`src/hw/rtl/unique_value_deque_core_defines.svh`:
```
// Assertion macros for the unique value deque core.
// Standalone header; included by the files that carry assertions.
`ifndef UNIQUE_VALUE_DEQUE_CORE_DEFINES_SVH
`define UNIQUE_VALUE_DEQUE_CORE_DEFINES_SVH

`ifndef SYNTHESIS
// Same-cycle implication, masked while reset is asserted.
`define UVD_ASSERT_NOW(lbl, clk, rst_n, ante, cons) \
    lbl: assert property (@(posedge clk) disable iff (!(rst_n)) (ante) |-> (cons)) \
        else $error("assertion failed");
// Next-cycle implication, masked while reset is asserted.
`define UVD_ASSERT_NEXT(lbl, clk, rst_n, ante, cons) \
    lbl: assert property (@(posedge clk) disable iff (!(rst_n)) (ante) |=> (cons)) \
        else $error("assertion failed");
`else
`define UVD_ASSERT_NOW(lbl, clk, rst_n, ante, cons)
`define UVD_ASSERT_NEXT(lbl, clk, rst_n, ante, cons)
`endif

`endif

```
`src/hw/rtl/uvd_pkg.sv`:
```
// Package of the unique value deque: sizes, codes, word types, index helpers.
// No dependencies.
package uvd_pkg;

    localparam int DEPTH       = 16;
    localparam int VALUE_WIDTH = 32;

    localparam int IDX_W    = $clog2(DEPTH);
    localparam int CNT_W    = $clog2(DEPTH + 1);
    localparam int SUM_W    = CNT_W + 1;
    localparam int REQ_W    = 2;
    localparam int STAT_W   = 2;
    localparam int IO_VAL_W = 32;
    localparam int IO_CNT_W = 5;

    typedef enum logic [REQ_W-1:0] {
        REQ_ADD        = 2'd0,
        REQ_TAKE_FRONT = 2'd1,
        REQ_TAKE_BACK  = 2'd2
    } t_req;

    typedef enum logic [STAT_W-1:0] {
        ST_OK    = 2'd0,
        ST_DUP   = 2'd1,
        ST_EMPTY = 2'd2,
        ST_FULL  = 2'd3
    } t_status;

    typedef struct packed {
        t_status                      status;
        logic signed [IO_VAL_W-1:0]   removed_value;
        logic [IO_CNT_W-1:0]          entry_count;
    } t_res;

    typedef struct packed {
        logic                   we;
        logic [IDX_W-1:0]       waddr;
        logic [VALUE_WIDTH-1:0] wdata;
        logic [IDX_W-1:0]       raddr;
    } t_mem_req;

    // Circular slot of the entry at offset off from the head.
    function automatic logic [IDX_W-1:0] slot_at(input logic [IDX_W-1:0] head,
                                                 input logic [CNT_W-1:0] off);
        logic [SUM_W-1:0] sum;
        sum = SUM_W'(head) + SUM_W'(off);
        if (sum >= SUM_W'(DEPTH)) begin
            sum = sum - SUM_W'(DEPTH);
        end
        return IDX_W'(sum);
    endfunction

    // Sign-extend or trim a stored value to the result word width.
    function automatic logic signed [IO_VAL_W-1:0] widen(
        input logic signed [VALUE_WIDTH-1:0] v);
        return IO_VAL_W'(v);
    endfunction

endpackage

```
`src/hw/rtl/uvd_ifs.sv`:
```
// Valid/ready channel interfaces for requests and responses.
// Depends on uvd_pkg for payload widths.
interface uvd_req_if;
    logic                                      valid;
    logic                                      ready;
    logic [uvd_pkg::REQ_W-1:0]                 req_type;
    logic signed [uvd_pkg::IO_VAL_W-1:0]       value;

    modport source (output valid, output req_type, output value, input ready);
    modport sink   (input valid, input req_type, input value, output ready);
endinterface

interface uvd_rsp_if;
    logic                                      valid;
    logic                                      ready;
    logic [uvd_pkg::STAT_W-1:0]                status;
    logic signed [uvd_pkg::IO_VAL_W-1:0]       removed_value;
    logic [uvd_pkg::IO_CNT_W-1:0]              entry_count;

    modport source (output valid, output status, output removed_value,
                    output entry_count, input ready);
    modport sink   (input valid, input status, input removed_value,
                    input entry_count, output ready);
endinterface

```
`src/hw/rtl/uvd_ram.sv`:
```
// Generic single-write, single-read RAM with registered read data.
// No dependencies.
module uvd_ram #(
    parameter int WIDTH = 32,
    parameter int DEPTH = 16
) (
    input  logic                     i_clk,
    input  logic                     i_we,
    input  logic [$clog2(DEPTH)-1:0] i_waddr,
    input  logic [WIDTH-1:0]         i_wdata,
    input  logic [$clog2(DEPTH)-1:0] i_raddr,
    output logic [WIDTH-1:0]         o_rdata
);

    logic [WIDTH-1:0] r_mem [DEPTH];

    always_ff @(posedge i_clk) begin
        if (i_we) begin
            r_mem[i_waddr] <= i_wdata;
        end
        o_rdata <= r_mem[i_raddr];
    end

endmodule

```
`src/hw/rtl/uvd_seq.sv`:
```
// Request sequencer: head/count state, one-entry-per-cycle duplicate scan
// through the single comparator, slot updates. Depends on uvd_pkg.
module uvd_seq (
    input  logic                                i_clk,
    input  logic                                i_rst_n,
    input  logic                                i_req_vld,
    input  logic [uvd_pkg::REQ_W-1:0]           i_req_type,
    input  logic signed [uvd_pkg::IO_VAL_W-1:0] i_value,
    output logic                                o_req_rdy,
    input  logic                                i_out_free,
    input  logic [uvd_pkg::VALUE_WIDTH-1:0]     i_rd_data,
    output uvd_pkg::t_mem_req                   o_mem,
    output logic                                o_res_vld,
    output uvd_pkg::t_res                       o_res
);

    typedef enum logic [3:0] {
        S_IDLE  = 4'b0001,
        S_SCAN  = 4'b0010,
        S_RWAIT = 4'b0100,
        S_DONE  = 4'b1000
    } t_state;

    t_state                          r_state, n_state;
    uvd_pkg::t_req                   r_req, n_req;
    logic [uvd_pkg::VALUE_WIDTH-1:0] r_value, n_value;
    logic [uvd_pkg::IDX_W-1:0]       r_head, n_head;
    logic [uvd_pkg::CNT_W-1:0]       r_count, n_count;
    logic [uvd_pkg::IDX_W-1:0]       r_addr, n_addr;
    logic [uvd_pkg::CNT_W-1:0]       r_issued, n_issued;
    logic                            r_va, n_va;
    logic                            r_vb, n_vb;
    logic                            r_hit, n_hit;
    logic                            w_match;

    // single comparator: RAM word against the pending value
    assign w_match   = (i_rd_data == r_value);
    assign o_req_rdy = (r_state == S_IDLE);

    always_comb begin
        n_state  = r_state;
        n_req    = r_req;
        n_value  = r_value;
        n_head   = r_head;
        n_count  = r_count;
        n_addr   = r_addr;
        n_issued = r_issued;
        n_va     = r_va;
        n_vb     = r_vb;
        n_hit    = r_hit;

        o_mem.we    = 1'b0;
        o_mem.waddr = uvd_pkg::slot_at(r_head, r_count);
        o_mem.wdata = r_value;
        o_mem.raddr = r_addr;

        o_res_vld           = 1'b0;
        o_res.status        = uvd_pkg::ST_OK;
        o_res.removed_value = '0;
        o_res.entry_count   = '0;

        unique case (r_state)
            S_IDLE: begin
                if (i_req_vld) begin
                    n_req   = uvd_pkg::t_req'(i_req_type);
                    n_value = uvd_pkg::VALUE_WIDTH'($unsigned(i_value));
                    n_hit   = 1'b0;
                    n_va    = 1'b0;
                    n_vb    = 1'b0;
                    if (n_req == uvd_pkg::REQ_ADD && r_count != '0) begin
                        n_addr   = r_head;
                        n_issued = uvd_pkg::CNT_W'(1);
                        n_va     = 1'b1;
                        n_state  = S_SCAN;
                    end else if ((n_req == uvd_pkg::REQ_TAKE_FRONT ||
                                  n_req == uvd_pkg::REQ_TAKE_BACK) && r_count != '0) begin
                        n_addr  = (n_req == uvd_pkg::REQ_TAKE_FRONT) ? r_head :
                                  uvd_pkg::slot_at(r_head, r_count - uvd_pkg::CNT_W'(1));
                        n_state = S_RWAIT;
                    end else begin
                        n_state = S_DONE;
                    end
                end
            end
            S_SCAN: begin
                // compare the RAM word that r_vb marks valid, issue the next read
                if (r_vb && w_match) begin
                    n_hit = 1'b1;
                end
                n_vb = r_va;
                if (r_issued != r_count) begin
                    n_addr   = uvd_pkg::slot_at(r_head, r_issued);
                    n_issued = r_issued + uvd_pkg::CNT_W'(1);
                    n_va     = 1'b1;
                end else begin
                    n_va = 1'b0;
                end
                if (r_issued == r_count && !r_va && !r_vb) begin
                    n_state = S_DONE;
                end
            end
            S_RWAIT: begin
                n_state = S_DONE;
            end
            S_DONE: begin
                if (i_out_free) begin
                    o_res_vld = 1'b1;
                    n_state   = S_IDLE;
                    unique case (r_req)
                        uvd_pkg::REQ_ADD: begin
                            if (r_hit) begin
                                o_res.status = uvd_pkg::ST_DUP;
                            end else if (r_count >= uvd_pkg::CNT_W'(uvd_pkg::DEPTH)) begin
                                o_res.status = uvd_pkg::ST_FULL;
                            end else begin
                                o_mem.we = 1'b1;
                                n_count  = r_count + uvd_pkg::CNT_W'(1);
                            end
                        end
                        uvd_pkg::REQ_TAKE_FRONT: begin
                            if (r_count == '0) begin
                                o_res.status = uvd_pkg::ST_EMPTY;
                            end else begin
                                o_res.removed_value = uvd_pkg::widen(i_rd_data);
                                n_head  = uvd_pkg::slot_at(r_head, uvd_pkg::CNT_W'(1));
                                n_count = r_count - uvd_pkg::CNT_W'(1);
                            end
                        end
                        uvd_pkg::REQ_TAKE_BACK: begin
                            if (r_count == '0) begin
                                o_res.status = uvd_pkg::ST_EMPTY;
                            end else begin
                                o_res.removed_value = uvd_pkg::widen(i_rd_data);
                                n_count = r_count - uvd_pkg::CNT_W'(1);
                            end
                        end
                        default: begin
                            // unused request code: report ok, change nothing
                        end
                    endcase
                    o_res.entry_count = uvd_pkg::IO_CNT_W'(n_count);
                end
            end
            default: begin
                n_state = S_IDLE;
            end
        endcase
    end

    always_ff @(posedge i_clk) begin
        if (!i_rst_n) begin
            r_state <= S_IDLE;
            r_head  <= '0;
            r_count <= '0;
            r_va    <= 1'b0;
            r_vb    <= 1'b0;
            r_hit   <= 1'b0;
        end else begin
            r_state <= n_state;
            r_head  <= n_head;
            r_count <= n_count;
            r_va    <= n_va;
            r_vb    <= n_vb;
            r_hit   <= n_hit;
        end
    end

    always_ff @(posedge i_clk) begin
        r_req    <= n_req;
        r_value  <= n_value;
        r_addr   <= n_addr;
        r_issued <= n_issued;
    end

endmodule

```
`src/hw/rtl/unique_value_deque_core.sv`:
```
// Top level of the unique value deque: slot RAM, sequencer, response register.
// Depends on uvd_pkg, uvd_ifs, uvd_ram, uvd_seq and the assertion macro header.
//
//  channel   direction  modport  payload
//  i_req     in         sink     req_type, value
//  o_rsp     out        source   status, removed_value, entry_count
//
// Timing: a removal passes through the read-wait and done states (straight to
// done on an empty store, as for the unused request code); an add scans its N
// stored entries, then goes to done (straight to done on an empty store), paced by
// the single RAM read port that feeds the comparator one entry per cycle.
// Reset: synchronous, active low; clears head and count, slot contents stay
// undefined until written. A stalled response holds in the output register;
// the next request is taken meanwhile and finishes once that register frees.
`include "unique_value_deque_core_defines.svh"

module unique_value_deque_core (
    input logic        i_clk,
    input logic        i_rst_n,
    uvd_req_if.sink    i_req,
    uvd_rsp_if.source  o_rsp
);

    uvd_pkg::t_mem_req               w_mem;
    logic [uvd_pkg::VALUE_WIDTH-1:0] w_rd_data;
    logic                            w_res_vld;
    uvd_pkg::t_res                   w_res;
    logic                            w_out_free;

    logic                            r_out_vld;
    uvd_pkg::t_res                   r_out;

    // output register can take a word when empty or being drained this cycle
    assign w_out_free = !r_out_vld || o_rsp.ready;

    uvd_ram #(
        .WIDTH (uvd_pkg::VALUE_WIDTH),
        .DEPTH (uvd_pkg::DEPTH)
    ) u_slots (
        .i_clk   (i_clk),
        .i_we    (w_mem.we),
        .i_waddr (w_mem.waddr),
        .i_wdata (w_mem.wdata),
        .i_raddr (w_mem.raddr),
        .o_rdata (w_rd_data)
    );

    uvd_seq u_seq (
        .i_clk      (i_clk),
        .i_rst_n    (i_rst_n),
        .i_req_vld  (i_req.valid),
        .i_req_type (i_req.req_type),
        .i_value    (i_req.value),
        .o_req_rdy  (i_req.ready),
        .i_out_free (w_out_free),
        .i_rd_data  (w_rd_data),
        .o_mem      (w_mem),
        .o_res_vld  (w_res_vld),
        .o_res      (w_res)
    );

    // Hold the response word until taken; load a new one when offered.
    always_ff @(posedge i_clk) begin
        if (!i_rst_n) begin
            r_out_vld <= 1'b0;
        end else if (w_res_vld) begin
            r_out_vld <= 1'b1;
        end else if (o_rsp.ready) begin
            r_out_vld <= 1'b0;
        end
    end

    always_ff @(posedge i_clk) begin
        if (w_res_vld) begin
            r_out <= w_res;
        end
    end

    assign o_rsp.valid         = r_out_vld;
    assign o_rsp.status        = r_out.status;
    assign o_rsp.removed_value = r_out.removed_value;
    assign o_rsp.entry_count   = r_out.entry_count;

    // a taken request drops ready for at least the next cycle
    `UVD_ASSERT_NEXT(a_busy_after_accept, i_clk, i_rst_n, i_req.valid && i_req.ready, !i_req.ready)
    // the sequencer never overwrites a response word that is still waiting
    `UVD_ASSERT_NOW(a_no_overwrite, i_clk, i_rst_n, w_res_vld, w_out_free)
    // the reported count stays within the store
    `UVD_ASSERT_NOW(a_count_bound, i_clk, i_rst_n, o_rsp.valid, o_rsp.entry_count <= uvd_pkg::IO_CNT_W'(uvd_pkg::DEPTH))
    // a response with a status other than ok returns a zero removed value
    `UVD_ASSERT_NOW(a_removed_zero, i_clk, i_rst_n, o_rsp.valid && o_rsp.status != uvd_pkg::ST_OK, o_rsp.removed_value == '0)

endmodule
```
`src/flat_wrapper.sv`:
```
// flat-port wrapper written by rule: the top's interface ports become plain ports
module unique_value_deque_core_flat 
  (i_clk, i_rst_n, i_req_valid, i_req_req_type, i_req_value, i_req_ready, o_rsp_valid, o_rsp_status, o_rsp_removed_value, o_rsp_entry_count, o_rsp_ready);
  uvd_req_if i_req_i ();
  uvd_rsp_if o_rsp_i ();
  input logic i_clk;
  input logic i_rst_n;
  input wire logic [$bits(i_req_i.valid)-1:0] i_req_valid;
  input wire logic [$bits(i_req_i.req_type)-1:0] i_req_req_type;
  input wire logic [$bits(i_req_i.value)-1:0] i_req_value;
  output wire logic [$bits(i_req_i.ready)-1:0] i_req_ready;
  output wire logic [$bits(o_rsp_i.valid)-1:0] o_rsp_valid;
  output wire logic [$bits(o_rsp_i.status)-1:0] o_rsp_status;
  output wire logic [$bits(o_rsp_i.removed_value)-1:0] o_rsp_removed_value;
  output wire logic [$bits(o_rsp_i.entry_count)-1:0] o_rsp_entry_count;
  input wire logic [$bits(o_rsp_i.ready)-1:0] o_rsp_ready;
  assign i_req_i.valid = i_req_valid;
  assign i_req_i.req_type = i_req_req_type;
  assign i_req_i.value = i_req_value;
  assign i_req_ready = i_req_i.ready;
  assign o_rsp_valid = o_rsp_i.valid;
  assign o_rsp_status = o_rsp_i.status;
  assign o_rsp_removed_value = o_rsp_i.removed_value;
  assign o_rsp_entry_count = o_rsp_i.entry_count;
  assign o_rsp_i.ready = o_rsp_ready;
  unique_value_deque_core u_core (.i_clk(i_clk), .i_rst_n(i_rst_n), .i_req(i_req_i), .o_rsp(o_rsp_i));
endmodule
```
`config.mk`:
```
export PLATFORM = sky130hd
export DESIGN_NAME = unique_value_deque_core_flat
export DESIGN_NICKNAME = d
export VERILOG_FILES = /design/src/hw/rtl/uvd_pkg.sv /design/src/hw/rtl/uvd_ifs.sv /design/src/hw/rtl/uvd_ram.sv /design/src/hw/rtl/uvd_seq.sv /design/src/hw/rtl/unique_value_deque_core.sv /design/src/flat_wrapper.sv
export VERILOG_INCLUDE_DIRS = /design/src /design/src/hw/rtl
export SDC_FILE = /design/constraint.sdc
export NUM_CORES = 1
export LEC_CHECK = 0
export ABC_AREA = 1
export BUFFER_PORTS_ARGS = -buffer_cell sky130_fd_sc_hd__buf_4
export CAP_MARGIN = 20
export CORE_MARGIN = 2
export CORE_UTILIZATION = 50
export DETAILED_ROUTE_END_ITERATION = 12
export MAX_ROUTING_LAYER = met4
export PLACE_DENSITY_LB_ADDON = 0.05
export REMOVE_ABC_BUFFERS = 1
export SETUP_SLACK_MARGIN = 0.4
export SYNTH_ARGS = -nofsm -noshare
export SYNTH_HDL_FRONTEND = slang
export SYNTH_SLANG_ARGS = --single-unit
```
`constraint.sdc`:
```
create_clock -name i_clk -period 7.2 [get_ports i_clk]
set_input_delay 2.16 -clock i_clk [delete_from_list [all_inputs] [get_ports i_clk]]
set_output_delay 2.16 -clock i_clk [all_outputs]
set_load 0.02 [all_outputs]
```
==> results.py <==
metrics = {
    "floorplan": {
        "dieHeight_um": 233.4,
        "row_count": 84,
        "fp.dieW_um": 233.4,
        "pin_count": 79,
        "dieArea_um2": 54450,
        "start_util": 0.5035,
        "core_um2": 52240,
    },
    "drt": {
        "num_vias": 15175,
        "final_antenna_net_count": 0,
        "drt-total-wl_um": 64550,
        "viasPerCell": 5.439,
        "drtPass1Iterations": 7,
        "drc": 0,
        "drt_iter0_drc": 1202,
        "wire_per_inst_um": 23.14,
    },
    "global_routing": {
        "grt_pass1_vias": 14799,
        "grt_max_degree": 196,
        "grt_antenna_before_repair": 1,
        "grtUsageTotal": 0.2478,
        "overflow": 0,
        "grt_pass1_wl_um": 94660,
    },
    "layout": {
        "diodes": 0,
        "fin_nets": 2109,
        "final_layout_size_suffix_gt1_frac": 0.1475,
        "most-common-layout-cells": "edfxtp_1 (594), nand2_1 (183), inv_1 (167)",
        "final_common_cell": "edfxtp_1",
        "fin_area_um2": 29870,
        "areaGrowthSynthToFinish_pct": 13.55,
    },
    "cts": {
        "path_clk_slew_ps": 60,
        "cts_hold_buf": 0,
        "post_cts_buffers": 0,
        "tritoncts": "done",
        "numClockSinks": 643,
        "root_buffer": "clkbuf_16",
        "cts_buffer_depth": 3,
        "clk_latency_ps": 600,
        "numCtsBuffers": 69,
        "ctsResizeCount": 0,
        "h-tree-depth": 3,
    },
    "hold_path": {
        "hold_end": "u_core.u_seq.r_vb$_SDFFE_PN0P_",
        "hold_depth": 2,
        "min_path_type": "register to register",
        "min-delay-start": "u_core.u_seq.r_vb$_SDFFE_PN0P_",
    },
    "power_and_ir_drop": {
        "p_per_area_nw_per_um2": 337.3,
        "leakage_nw": 11.02,
        "ir_drop_mv": 0.2313,
    },
    "place": {
        "port_buffers": 78,
        "gp_congestion": 0.8336,
        "placed_area_um2": 27570,
        "dp_hpwl_um": 38910,
    },
    "critical_path": {
        "regToRegSetupSlack_ps": 4190,
        "cp_data_arrival_time_ps": 4100,
        "startpoint_type": "input pin",
        "path_delay_family": "simple AND/OR/NAND/NOR gates",
        "slowest_stage": "nor2_4",
        "path_class": "input pin to register",
        "critPathMaxFanout": 32,
        "r2r-end": "u_core.u_slots.o_rdata[18]$_DFF_P_",
        "reg2regPathDepth": 6,
        "cp.required_ps": 7410,
        "r2r_start": "u_core.u_seq.r_addr[0]$_DFFE_PP_",
        "cpPeakStageDelay_ps": 930,
        "cp_cell_sequence": "buf_4 -> nor2_1 -> inv_2 -> nand2_2 -> nor2_2 -> nand3_1 -> nor2_4",
        "end_kind": "register",
        "path_buf_inv": 2,
    },
    "timing": {
        "final_max_slew_viol_count": 0,
        "fin_tns_setup_ps": 0,
        "rsz0062_at_grt": "false",
        "finalCritPeriodShare": 0.5404,
        "skew_ps": 14.79,
        "hold_viol": 0,
        "worst_pin_slew_ps": 1082,
        "max_freq_mhz": 257.0,
        "relSlewSlack": 0.2786,
        "setup_viol": 0,
        "finalCriticalPeriod_ps": 3891,
    },
    "run": {
        "cap_violations": 0,
    },
    "yosys": {
        "synth_edf_count": 594,
        "netlist_area_um2": 26300,
        "avgSynthCellArea_um2": 13.38,
        "ys_ff_latch": 643,
        "ys.flop_type": "edfxtp_1",
        "yosysWarnings": 0,
        "synth-seq-area-share": 0.7155,
        "post_synth_num_cell_types": 38,
        "synthArstFlopShare": 0,
        "synth_cells": 1965,
    },
    "run_status": {
        "status": "finished clean",
    },
}
-- cell type report --
| cell class | count | area (um2) |
|---|---|---|
| Inverter | 246 | 991.0 |
| Sequential cell | 643 | 18820 |
| Clock inverter | 23 | 157.7 |
| Timing Repair Buffer | 112 | 1069 |
| Clock buffer | 100 | 2018 |
| Fill cell | 4171 | 22370 |
| Multi-Input combinational cell | 978 | 5952 |
| Tap cell | 688 | 860.8 |
-- how the worst max path moves through the flow --
stage | cells past startpoint | to | slack (ps) | start
2_1_floorplan | 4 | u_core.u_slots.o_rdata[10]$_DFF_P_ | -1740 | u_core.u_seq.r_addr[0]$_DFFE_PP_
5_1_grt | 7 | u_core.u_slots.r_mem[15][9]$_DFFE_PP_ | 3160 | o_rsp_ready
3_3_place_gp | 7 | u_core.u_slots.r_mem[5][16]$_DFFE_PP_ | 2560 | o_rsp_ready
4_1_cts | 7 | u_core.u_slots.r_mem[8][0]$_DFFE_PP_ | 3220 | o_rsp_ready
6_report | 7 | u_core.u_slots.r_mem[15][9]$_DFFE_PP_ | 3310 | o_rsp_ready
3_5_place_dp | 7 | u_core.u_slots.r_mem[14][27]$_DFFE_PP_ | 2590 | o_rsp_ready
-- synth_stat cells, types with 4 or more instances --
cell type / count / area, um2
nand2_1: 184 / 690.7
buf_6: 11 / 123.9
clkinv_2: 50 / 250.2
clkbuf_1: 41 / 153.9
xnor2_1: 11 / 96.34
inv_2: 25 / 93.84
o21ai_1: 109 / 545.5
mux2i_1: 128 / 1281
ha_1: 18 / 225.2
xor2_1: 7 / 61.31
o211ai_1: 131 / 983.4
nor3_1: 4 / 20.02
buf_1: 6 / 22.52
dfxtp_1: 49 / 980.9
o21ai_0: 73 / 365.4
a21oi_1: 146 / 730.7
buf_4: 7 / 52.55
buf_12: 9 / 180.2
nand4_1: 5 / 31.28
edfxtp_1: 594 / 17840
nor2_1: 89 / 334.1
buf_2: 22 / 110.1
nand3_1: 54 / 270.3
inv_1: 170 / 638.1
-- flip-flops by register name, indices dropped and copies added, names as in the netlist --
name and cells:
u_core.u_seq.r_va 1, u_core.u_seq.r_addr 4, u_core.u_seq.r_state 4, u_core.u_slots.r_mem 512
u_core.u_seq.r_issued 5, u_core.o_rsp.removed_value 32, u_core.o_rsp.status 2, u_core.u_seq.r_count 5
u_core.u_seq.r_vb 1, u_core.u_seq.r_head 4, u_core.u_seq.r_hit 1, u_core.u_slots.o_rdata 32
u_core.u_seq.r_req 2, u_core.u_seq.r_value 32, u_core.o_rsp.entry_count 5, u_core.o_rsp.valid 1
-- metrics by stage --
stage / setup WS, ps / hold slack, ps / util / std cells / total power [mW]
CTS: 3222 / 482.7 / 0.5694 / 2785 / 10.17
global placement: 2562 / 474.8 / 0.5241 / 2654 / 6.740
floorplan: -1738 / 452.4 / - / 1867 / 6.045
finish: 3309 / 477.0 / 0.5718 / 2790 / 10.07
detailed placement: 2590 / 476.0 / 0.5278 / 2662 / 6.757
global route: 3155 / 515.0 / 0.5718 / 2790 / 10.49
-- worst min-delay path: cells and delay by family (launching register included) --
family,cells,cell delay (ps)
flip-flops,1,320
AND/OR/NAND/NOR,1,60
AO/OA/AOI/OAI,1,50
-- power breakdown --
part           internal [mW]  total, mW  switching (mW)
combinational          0.556       1.84            1.29
clock                   2.01       3.42            1.40
sequential              4.49       4.82           0.327
total                   7.06       10.1            3.02
-- cell families after synthesis --
| kind of cell | share of synthesized area |
|---|---|
| AND/OR/NAND/NOR | 0.05380 |
| flip-flops | 0.7155 |
| buffers and inverters | 0.06308 |
| AO/OA/AOI/OAI | 0.1021 |
| adder cells (fa/ha/maj) | 0.01085 |
| XOR/XNOR | 0.005994 |
| multiplexers | 0.04871 |
-- per-layer routing --
metal,GRT usage,wire length [um],vias up,share of wire
met5,-,0,-,0
met4,0.09335,2056,0,0.032
met3,0.03674,3126,102,0.048
met2,0.3951,31130,379,0.48
met1,0.3236,28230,7444,0.44
li1,-,-,7250,-
Note: power is estimated with default switching activity, not from simulation.
